<file path="config.mk">
export PLATFORM = sky130hd
export DESIGN_NAME = i2c_master_bit_engine_flat
export DESIGN_NICKNAME = d
export VERILOG_FILES = /design/src/hdl/i2cmbe_pkg.sv /design/src/hdl/i2cmbe_chan_if.sv /design/src/hdl/i2c_master_bit_engine.sv /design/src/flat_wrapper.sv
export SDC_FILE = /design/constraint.sdc
export NUM_CORES = 1
export LEC_CHECK = 0
export BUFFER_PORTS_ARGS = -buffer_cell sky130_fd_sc_hd__buf_2
export CAP_MARGIN = 20
export CORE_UTILIZATION = 40
export DETAILED_ROUTE_END_ITERATION = 10
export PLACE_DENSITY = 0.62
export SYNTH_ARGS = -nofsm -noshare
export SYNTH_HDL_FRONTEND = slang
export SYNTH_SLANG_ARGS = --single-unit
</file>
<file path="constraint.sdc">
create_clock -name clock -period 4.1 [get_ports clock]
set_input_delay 0.82 -clock clock [delete_from_list [all_inputs] [get_ports clock]]
set_output_delay 0.82 -clock clock [all_outputs]
set_load 0.005 [all_outputs]
</file>
<file path="src/hdl/i2cmbe_pkg.sv">
`timescale 1ns / 1ps

package i2cmbe_pkg;

   localparam int BYTE_BITS   = 8;
   localparam int BIT_COUNT_W = 4;
   localparam int HALF_W      = 16;

   localparam logic [HALF_W-1:0] HALF_PERIOD_RESET = 16'd4;

   typedef enum logic [1:0] {
      OP_START = 2'd0,
      OP_STOP  = 2'd1,
      OP_WRITE = 2'd2,
      OP_READ  = 2'd3
   } op_type;

   typedef enum logic [3:0] {
      STEP_IDLE     = 4'd0,
      STEP_PRELOW   = 4'd1,
      STEP_START_A  = 4'd2,
      STEP_START_B  = 4'd3,
      STEP_START_C  = 4'd4,
      STEP_STOP_A   = 4'd5,
      STEP_STOP_B   = 4'd6,
      STEP_WR_LOW   = 4'd7,
      STEP_WR_HIGH  = 4'd8,
      STEP_ACK_LOW  = 4'd9,
      STEP_ACK_HIGH = 4'd10,
      STEP_RD_LOW   = 4'd11,
      STEP_RD_HIGH  = 4'd12,
      STEP_RA_LOW   = 4'd13,
      STEP_RA_HIGH  = 4'd14
   } step_type;

   typedef struct packed {
      logic                 command_valid;
      op_type               operation;
      logic [BYTE_BITS-1:0] write_data;
      logic                 send_nack;
      logic                 sda_in;
   } req_payload_type;

   typedef struct packed {
      logic                 scl_release;
      logic                 sda_release;
      logic                 busy_res;
      logic                 done_res;
      logic [BYTE_BITS-1:0] read_data;
      logic                 ack_seen;
   } rsp_payload_type;

   // first step of a command body; for all but a start, taken once the clock is low
   function automatic step_type first_body_step(input op_type op);
      step_type s;
      case (op)
         OP_STOP:  s = STEP_STOP_A;
         OP_WRITE: s = STEP_WR_LOW;
         OP_READ:  s = STEP_RD_LOW;
         default:  s = STEP_START_A;
      endcase
      return s;
   endfunction

endpackage

</file>
<file path="src/hdl/i2cmbe_chan_if.sv">
`timescale 1ns / 1ps

interface i2cmbe_chan_if #(
   parameter type payload_type = logic
);
   logic        valid;
   logic        ready;
   payload_type payload;

   modport source (output valid, output payload, input ready);
   modport sink   (input valid, input payload, output ready);
endinterface

</file>
<file path="src/hdl/i2c_master_bit_engine.sv">
`timescale 1ns / 1ps

// channel   modport  payload            meaning
// req_ch    sink     req_payload_type   one request per bus tick: command offer and sda level
// rsp_ch    source   rsp_payload_type   one result per request: line drives, status, data
// csr_*     write    16 bit             half_period_ticks, ticks per scl half cycle
//
// each request is handled as it is accepted: the engine state and the result register load
// together on the accepting edge, so a request can be taken every cycle unless rsp_ch stalls
// the result register parts the sides: a request is taken while a result waits,
// as long as rsp_ch.ready is high in that cycle (result taken as the new one loads)
// reset (synchronous, active high) returns the engine to idle with scl driven low,
// sda released, half period 4, and clears the result register valid
module i2c_master_bit_engine
   import i2cmbe_pkg::*;
(
   input  logic                  clock,
   input  logic                  reset,
   i2cmbe_chan_if.sink           req_ch,
   i2cmbe_chan_if.source         rsp_ch,
   input  logic                  csr_write_enable,
   input  logic [HALF_W-1:0]     csr_write_data
);

   // configuration
   logic [HALF_W-1:0]      half_ff;

   // engine state
   step_type               step_ff, step_in;
   op_type                 cmd_ff, cmd_in;
   logic                   clk_ff, clk_in;
   logic                   dat_ff, dat_in;
   logic [BIT_COUNT_W-1:0] bits_ff, bits_in;
   logic [BYTE_BITS-1:0]   shift_ff, shift_in;
   logic [HALF_W-1:0]      tick_ff, tick_in;
   logic                   nack_ff, nack_in;
   logic                   ack_ff, ack_in;
   logic [BYTE_BITS-1:0]   rdata_ff, rdata_in;
   logic                   acted_ff, acted_in;
   logic                   done_in;

   // result register
   logic                   rsp_valid_ff;
   rsp_payload_type        rsp_ff;

   logic                   req_fire;
   logic [HALF_W-1:0]      half_eff;
   req_payload_type        req_p;

   assign req_p          = req_ch.payload;
   assign req_ch.ready   = !rsp_valid_ff || rsp_ch.ready;
   assign req_fire       = req_ch.valid && req_ch.ready;
   assign rsp_ch.valid   = rsp_valid_ff;
   assign rsp_ch.payload = rsp_ff;

   // zero half period behaves as one
   assign half_eff = (half_ff == '0) ? HALF_W'(1) : half_ff;

   always_comb begin
      step_in  = step_ff;
      cmd_in   = cmd_ff;
      clk_in   = clk_ff;
      dat_in   = dat_ff;
      bits_in  = bits_ff;
      shift_in = shift_ff;
      tick_in  = tick_ff;
      nack_in  = nack_ff;
      ack_in   = ack_ff;
      rdata_in = rdata_ff;
      acted_in = acted_ff;
      done_in  = 1'b0;

      if (step_ff == STEP_IDLE || step_ff > STEP_RA_HIGH) begin
         // idle, also any unused step code
         step_in = STEP_IDLE;
         if (req_p.command_valid) begin
            cmd_in   = req_p.operation;
            bits_in  = '0;
            tick_in  = '0;
            acted_in = 1'b0;
            nack_in  = req_p.send_nack;
            if (req_p.operation == OP_WRITE) begin
               shift_in = req_p.write_data;
            end
            // clock left high: pull it low first, except for a start
            if (req_p.operation != OP_START && clk_ff) begin
               step_in = STEP_PRELOW;
            end else begin
               step_in = first_body_step(req_p.operation);
            end
         end
      end else begin
         // data line action at mid slot, once per slot
         if (!acted_ff && tick_ff >= (half_eff >> 1)) begin
            acted_in = 1'b1;
            unique case (step_ff) inside
               STEP_START_A, STEP_STOP_B, STEP_ACK_LOW, STEP_RD_LOW: begin
                  dat_in = 1'b1;
               end
               STEP_START_C, STEP_STOP_A: begin
                  dat_in = 1'b0;
               end
               STEP_WR_LOW: begin
                  dat_in = shift_ff[BYTE_BITS-1];
               end
               STEP_ACK_HIGH: begin
                  ack_in = req_p.sda_in;
               end
               STEP_RD_HIGH: begin
                  shift_in = {shift_ff[BYTE_BITS-2:0], req_p.sda_in};
               end
               STEP_RA_LOW: begin
                  dat_in = nack_ff;
               end
               default: begin
               end
            endcase
         end

         // slot end: toggle scl (except in STEP_STOP_B) and advance (action above comes first)
         if (tick_ff >= half_eff - HALF_W'(1)) begin
            tick_in  = '0;
            acted_in = 1'b0;
            if (step_ff != STEP_STOP_B) begin
               clk_in = !clk_ff;
            end
            case (step_ff) inside
               STEP_PRELOW:  step_in = first_body_step(cmd_ff);
               STEP_START_A: step_in = clk_in ? STEP_START_C : STEP_START_B;
               STEP_START_B: step_in = STEP_START_C;
               STEP_STOP_A:  step_in = STEP_STOP_B;
               STEP_WR_LOW:  step_in = STEP_WR_HIGH;
               STEP_WR_HIGH: begin
                  shift_in = {shift_in[BYTE_BITS-2:0], 1'b0};
                  bits_in  = bits_ff + BIT_COUNT_W'(1);
                  step_in  = (bits_in >= BIT_COUNT_W'(BYTE_BITS)) ? STEP_ACK_LOW
                                                                   : STEP_WR_LOW;
               end
               STEP_ACK_LOW: step_in = STEP_ACK_HIGH;
               STEP_RD_LOW:  step_in = STEP_RD_HIGH;
               STEP_RD_HIGH: begin
                  bits_in = bits_ff + BIT_COUNT_W'(1);
                  if (bits_in >= BIT_COUNT_W'(BYTE_BITS)) begin
                     rdata_in = shift_in;
                     step_in  = STEP_RA_LOW;
                  end else begin
                     step_in  = STEP_RD_LOW;
                  end
               end
               STEP_RA_LOW:  step_in = STEP_RA_HIGH;
               default: begin
                  // last slot of the command
                  step_in = STEP_IDLE;
                  done_in = 1'b1;
               end
            endcase
         end else begin
            tick_in = tick_ff + HALF_W'(1);
         end
      end
   end

   // configuration register
   always_ff @(posedge clock) begin
      if (reset) begin
         half_ff <= HALF_PERIOD_RESET;
      end else if (csr_write_enable) begin
         half_ff <= csr_write_data;
      end
   end

   // engine state advances one tick per accepted request
   always_ff @(posedge clock) begin
      if (reset) begin
         step_ff  <= STEP_IDLE;
         cmd_ff   <= OP_START;
         clk_ff   <= 1'b0;
         dat_ff   <= 1'b1;
         bits_ff  <= '0;
         shift_ff <= '0;
         tick_ff  <= '0;
         nack_ff  <= 1'b0;
         ack_ff   <= 1'b1;
         rdata_ff <= '0;
         acted_ff <= 1'b0;
      end else if (req_fire) begin
         step_ff  <= step_in;
         cmd_ff   <= cmd_in;
         clk_ff   <= clk_in;
         dat_ff   <= dat_in;
         bits_ff  <= bits_in;
         shift_ff <= shift_in;
         tick_ff  <= tick_in;
         nack_ff  <= nack_in;
         ack_ff   <= ack_in;
         rdata_ff <= rdata_in;
         acted_ff <= acted_in;
      end
   end

   // result valid
   always_ff @(posedge clock) begin
      if (reset) begin
         rsp_valid_ff <= 1'b0;
      end else if (req_fire) begin
         rsp_valid_ff <= 1'b1;
      end else if (rsp_ch.ready) begin
         rsp_valid_ff <= 1'b0;
      end
   end

   // result payload shows the state after the tick
   always_ff @(posedge clock) begin
      if (req_fire) begin
         rsp_ff.scl_release <= clk_in;
         rsp_ff.sda_release <= dat_in;
         rsp_ff.busy_res    <= (step_in != STEP_IDLE);
         rsp_ff.done_res    <= done_in;
         rsp_ff.read_data   <= rdata_in;
         rsp_ff.ack_seen    <= ack_in;
      end
   end

endmodule
</file>
<file path="src/flat_wrapper.sv">
// flat-port wrapper written by rule: the top's interface ports become plain ports
module i2c_master_bit_engine_flat import i2cmbe_pkg::*;
  (clock, reset, csr_write_enable, csr_write_data, req_ch_valid, req_ch_payload, req_ch_ready, rsp_ch_valid, rsp_ch_payload, rsp_ch_ready);
  i2cmbe_chan_if req_ch_i ();
  i2cmbe_chan_if rsp_ch_i ();
  input  logic clock;
  input  logic reset;
  input  logic csr_write_enable;
  input  logic [HALF_W-1:0] csr_write_data;
  input wire logic [$bits(req_ch_i.valid)-1:0] req_ch_valid;
  input wire logic [$bits(req_ch_i.payload)-1:0] req_ch_payload;
  output wire logic [$bits(req_ch_i.ready)-1:0] req_ch_ready;
  output wire logic [$bits(rsp_ch_i.valid)-1:0] rsp_ch_valid;
  output wire logic [$bits(rsp_ch_i.payload)-1:0] rsp_ch_payload;
  input wire logic [$bits(rsp_ch_i.ready)-1:0] rsp_ch_ready;
  assign req_ch_i.valid = req_ch_valid;
  assign req_ch_i.payload = req_ch_payload;
  assign req_ch_ready = req_ch_i.ready;
  assign rsp_ch_valid = rsp_ch_i.valid;
  assign rsp_ch_payload = rsp_ch_i.payload;
  assign rsp_ch_i.ready = rsp_ch_ready;
  i2c_master_bit_engine u_core (.clock(clock), .reset(reset), .req_ch(req_ch_i), .rsp_ch(rsp_ch_i), .csr_write_enable(csr_write_enable), .csr_write_data(csr_write_data));
endmodule
</file>
==> results.py, run 1 <==
metrics = {
    "setup_path": {
        "crit_slowest_cell": "a221o_1",
        "crit_type": "reg -> reg",
        "worstPathArrival_ps": 3960,
        "slowest_delay_ps": 370,
        "cp_max_fo": 8,
        "path_cells": "nor3_1 -> nand2_1 -> nor4_4 -> a31oi_1 -> ha_1 -> and2_1 -> nand2_1 -> nor2_1 -> xnor2_1 -> ha_1 -> a211oi_1 -> o21ai_0 -> a221o_1 -> a31oi_4 -> a31oi_1 -> o32ai_2",
        "crit_path_start_kind": "flop",
        "worst-path-stages": 16,
        "reg2reg_depth": 16,
        "worst_setup_path_end_kind": "flop",
        "critPathRequiredTime_ps": 4320,
        "cp_num_buf_inv": 0,
        "crit_family": "compound AO/OA/AOI/OAI gates",
    },
    "place": {
        "gp_congestion": 0.785,
        "io_buffers": 24,
        "dp_hpwl_mm": 4.93,
    },
    "timing": {
        "finalCriticalPeriod_ps": 3740,
        "timing_worst_slew_pin_value_ps": 659,
        "rsz0062_at_grt": "false",
        "fmax_mhz": 267,
        "tns_ps": 0,
        "relSlewSlack_pct": 55.7,
        "finalSetupViolCount": 0,
        "period_share_pct": 91.3,
        "finalMaxSlewViolations": 0,
        "hold_violations": 0,
        "finClkSkew_ps": 6.06,
    },
    "detailed_routing": {
        "via_per_inst": 5.23,
        "remaining_drc_errors": 0,
        "drt-pass1-iter-count": 4,
        "wl_per_cell_um": 13.2,
        "routed_wl_mm": 6.19,
        "drt_iter0_drc": 63,
        "vias": 2457,
        "ant_nets": 0,
    },
    "global_route": {
        "grt_start_max_net_pins": 30,
        "grt_antenna_before_repair": 0,
        "grtUsageTotal_pct": 16.9,
        "grt.overflow.total": 0,
        "grt_pass1_wl_mm": 10.2,
        "first_global_vias": 2269,
    },
    "yosys": {
        "synth_largest_area_cell": "dfxtp_1",
        "syn_avg_cell_area_um2": 8.68,
        "syn-num-nets": 404,
        "synthesis.area_um2": 3020,
        "synth.top_cell.area_share_pct": 29.2,
        "synth_seq_cells": 45,
        "synth.top_cells.by_count": "nor2_1, dfxtp_1, ha_1",
        "yosysWarnings": 0,
        "seq_area_frac_synth_pct": 30.2,
        "synth-main-ff-cell": "dfxtp_1",
        "synthCells": 348,
        "netlist_top_cells_area": "dfxtp_1, ha_1, nor2_1",
        "yosysMostFrequentCell": "nor2_1",
        "synth-edff-count": 1,
        "synth-async-reset-ratio_pct": 0,
        "ys_types": 59,
    },
    "clock_tree": {
        "htreeDepth": 2,
        "clock_path_buffers": 2,
        "clk_latency_ps": 300,
        "cts_resized": 0,
        "cts_buffers": 5,
        "cts_tree": "done",
        "cts_sinks": 45,
        "ctsHoldBuffers": 0,
        "clk_pin_slew_ps": 80,
        "post_cts_buffers": 0,
        "cts_root_buffer": "clkbuf_8",
    },
    "worst_hold_path": {
        "whs_path_depth": 2,
        "hold_path.class": "reg -> reg",
    },
    "final_layout": {
        "n_antenna_cell": 0,
        "syn_to_final_growth_pct": 9.32,
        "fin_util_pct": 45.3,
        "drive_above_1_share_pct": 12.7,
        "layout.nets": 426,
    },
    "floorplan": {
        "die_w_um": 88.9,
        "start_util_pct": 41.4,
        "io_pins": 25,
        "die-area_um2": 7900,
        "fp.dieH_um": 88.9,
        "core_um2": 7290,
        "num_rows": 31,
    },
    "power_and_ir_drop": {
        "ir_drop_mv": 0.109,
        "p_leak_nw": 1.33,
        "cellPowerDensity_nw_per_um2": 264,
    },
    "job": {
        "drv_cap": 0,
    },
    "status": {
        "outcome": "finished clean",
    },
}
sequential cells by signal, summed over array words and instances, names as in the netlist:
register               count
u_core.step_ff             4
u_core.ack_ff              1
u_core.acted_ff            1
u_core.tick_ff            16
u_core.clk_ff              1
u_core.bits_ff             4
u_core.half_ff            16
u_core.rsp_ch.valid        1
u_core.rsp_ch.payload      1
per-layer routing:
layer	up-vias	track usage (%)	share of wire (%)	routed length, µm
met5	-	0	0	0
met4	0	6.74	2.2	133
met3	13	2.71	2.0	124
met2	30	28.5	47	2880
li1	1280	-	-	-
met1	1134	21.4	49	3050
where the power goes:
part / switching, mW / internal (mW)
Sequential: 0.0129 / 0.448
Clock: 0.150 / 0.138
Combinational: 0.0692 / 0.0536
metrics by stage:
stage	power (mW)	setup WS (ps)	instance area, µm²	cells	hold WS (ps)
2_1_floorplan	0.559	845	3020	348	450
3_3_place_gp	0.591	528	3210	462	473
3_5_place_dp	0.595	406	3210	462	479
4_1_cts	0.883	391	3300	470	496
5_1_grt	0.915	72.0	3300	470	521
6_report	0.872	359	3300	470	488
final timing paths:
| check | from | to | slack (ps) |
|---|---|---|---|
| setup reg to reg | u_core.half_ff[4] | u_core.step_ff[0] | 360 |
| hold reg to reg | u_core.bits_ff[1] | u_core.bits_ff[1] | 490 |
| setup / recovery | u_core.half_ff[4] | u_core.step_ff[0] | 360 |
| hold / removal | u_core.bits_ff[1] | u_core.bits_ff[1] | 490 |
cell type report:
class	instances	area (µm²)
Inverter	25	93.8
Fill cell	780	3990
Sequential cell	45	911
Multi-Input combinational cell	267	1950
Tap cell	99	124
Clock buffer	8	90.1
Timing Repair Buffer	26	135
kinds of logic after synthesis:
family / Yosys count / share of synthesized area (%)
AND/OR/NAND/NOR: 131 / 22.6
AO/OA/AOI/OAI: 54 / 12.8
flip-flops: 45 / 30.2
buffers and inverters: 36 / 5.35
adder cells (fa/ha/maj): 34 / 14.1
XOR/XNOR: 27 / 7.83
multiplexers: 21 / 7.13
worst min-delay path: cells and delay by family, from the launching register on:
| kind | cells | cell delay, ps |
|---|---|---|
| flops | 1 | 330 |
| simple gates | 1 | 60 |
| mux | 1 | 60 |
placed cells by master, fill, tap and decap left out, types with 8 or more instances in the layout:
master	netlist	layout
buf_2	3	24
nor3_1	8	8
inv_1	24	24
dfxtp_1	44	44
nand2_1	22	22
nor2_1	52	52
a21oi_1	14	14
o21ai_0	9	9
nand4_1	12	12
mux2i_1	17	17
xnor2_1	20	20
ha_1	34	34
(Power assumes the default switching activity.)
==> run 2, diff against run 1 <==
CTS_BUF_LIST = sky130_fd_sc_hd__clkbuf_16   (was unset)
clock period = 4.8 ns   (was 4.1 ns; I/O delays follow)
==> run 2 against run 1 <==
  * Critical path depth decreased by 1
  * Sequential power decreased by 15%
  * First-iteration DRC count increased by 11%
  * Non-clock buffer count decreased by 2
  * Largest power group is now the clock network
  * Routed wire length increased by 0.71%
  * Cell area increased by 2.6%
  * Die area unchanged
  * Total power increased by 7.6%
  * Worst setup slack improved by 730 ps
==> results.py, run 2 (synthesis gave the netlist of run 1 again) <==
metrics = {
    "clock_tree": {
        "clk_latency_ps": 290,
        "ctsHoldBuffers": 0,
        "post_cts_buffers": 0,
        "cts_buffers": 5,
        "htreeDepth": 2,
        "cts_tree": "done",
        "cts_root_buffer": "clkbuf_16",
        "clock_path_buffers": 2,
        "cts_resized": 0,
        "cts_sinks": 45,
        "clk_pin_slew_ps": 60,
    },
    "global_route": {
        "grt_antenna_before_repair": 0,
        "grt_pass1_wl_mm": 10.2,
        "grtUsageTotal_pct": 17.1,
        "grt_start_max_net_pins": 30,
        "grt.overflow.total": 0,
        "first_global_vias": 2173,
    },
    "setup_path": {
        "worst_setup_path_end_kind": "flop",
        "crit_path_start_kind": "flop",
        "cp_max_fo": 17,
        "crit_type": "reg -> reg",
        "critPathRequiredTime_ps": 4950,
        "worstPathArrival_ps": 3860,
    },
    "detailed_routing": {
        "routed_wl_mm": 6.23,
        "remaining_drc_errors": 0,
        "wl_per_cell_um": 13.3,
        "vias": 2431,
        "via_per_inst": 5.19,
        "drt-pass1-iter-count": 4,
        "ant_nets": 0,
        "drt_iter0_drc": 70,
    },
    "power_and_ir_drop": {
        "ir_drop_mv": 0.167,
        "cellPowerDensity_nw_per_um2": 277,
        "p_leak_nw": 1.37,
        "total_power_mw": 0.938,
    },
    "timing": {
        "hold_violations": 0,
        "setup_ws_ps": 1080,
        "fmax_mhz": 269,
        "timing_worst_slew_pin_value_ps": 698,
        "tns_ps": 0,
        "whs_ps": 482,
        "relSlewSlack_pct": 53.5,
        "finalMaxSlewViolations": 0,
        "rsz0062_at_grt": "false",
        "period_share_pct": 77.4,
        "finalSetupViolCount": 0,
        "finClkSkew_ps": 6.62,
        "finalCriticalPeriod_ps": 3720,
    },
    "place": {
        "dp.cells": 460,
        "dp_hpwl_mm": 4.85,
        "gp_congestion": 0.815,
        "io_buffers": 24,
        "dp_slack_ps": 1060,
        "place_area_um2": 3200,
    },
    "final_layout": {
        "top_regs": "u_core.half_ff (16), u_core.tick_ff (16)",
        "num-fill-cells": 762,
        "fin_util_pct": 46.4,
        "final_common_cell": "nor2_1",
        "fin_cells": 468,
        "layout.nets": 424,
        "finalInstanceArea_um2": 3390,
        "drive_above_1_share_pct": 12.7,
        "final_cell_mix": "nor2_1, dfxtp_1, ha_1",
        "n_antenna_cell": 0,
        "syn_to_final_growth_pct": 12.1,
    },
    "floorplan": {
        "core_um2": 7290,
        "start_util_pct": 41.4,
        "num_rows": 31,
        "io_pins": 25,
        "fp.dieH_um": 88.9,
        "die-area_um2": 7900,
        "die_w_um": 88.9,
    },
    "worst_hold_path": {
        "hold_path.class": "reg -> reg",
    },
    "status": {
        "outcome": "finished clean",
    },
    "job": {
        "drv_cap": 0,
    },
}
-- run 2: cell count changes in the layout (fill, tap and decap cells not counted), sizes merged --
cell	before	now
buf	26	24
bufinv	0	2
clkbuf	8	5
clkinv	1	2
-- run 2: final timing paths --
path                     startpoint                 end  depth (start not counted)  slack (ps)
setup / recovery  u_core.half_ff[4]  u_core.tick_ff[11]                         15        1080
hold / removal    u_core.bits_ff[1]   u_core.bits_ff[1]                          2         480
setup reg to reg  u_core.half_ff[4]  u_core.tick_ff[11]                         15        1080
hold reg to reg   u_core.bits_ff[1]   u_core.bits_ff[1]                          2         480
-- run 2: layout make-up --
class,instances,area (µm²),share of cell area [%]
multi-input combinational,267,1950,57.5
sequential,45,911,26.9
clock buffer,5,125,3.70
tap,99,124,3.66
timing repair buffer,24,120,3.55
inverter,25,93.8,2.77
clock inverter,3,65.1,1.92
-- run 2: worst max-delay path: stages (launching register included) --
cell     delay (ps)
dfxtp_1         350
nor3_1          310
nand2_1         170
nor4_4          220
a31oi_1         170
ha_1            260
and2_1          170
nand2_1         100
nor2_1           60
xnor2_1         140
ha_1            290
nand4_1          70
nor3_1          330
a31oi_4         200
o21ai_2         610
nor2_1          110
-- run 2: per-layer routing --
layer  track usage, %  vias up  routed length (µm)  part of all wire [%]
met2             28.4       28                2970                    48
li1                 -     1276                   -                     -
met5                0        -                   0                     0
met3             3.36        7                 178                   2.9
met1             22.1     1120                2990                    48
met4             5.57        0                  91                   1.5
-- run 2: report_power, final --
part	internal (mW)	leakage [nW]	switching, mW
combinational	0.0444	0.911	0.0586
clock	0.297	0.0938	0.144
sequential	0.383	0.365	0.0109
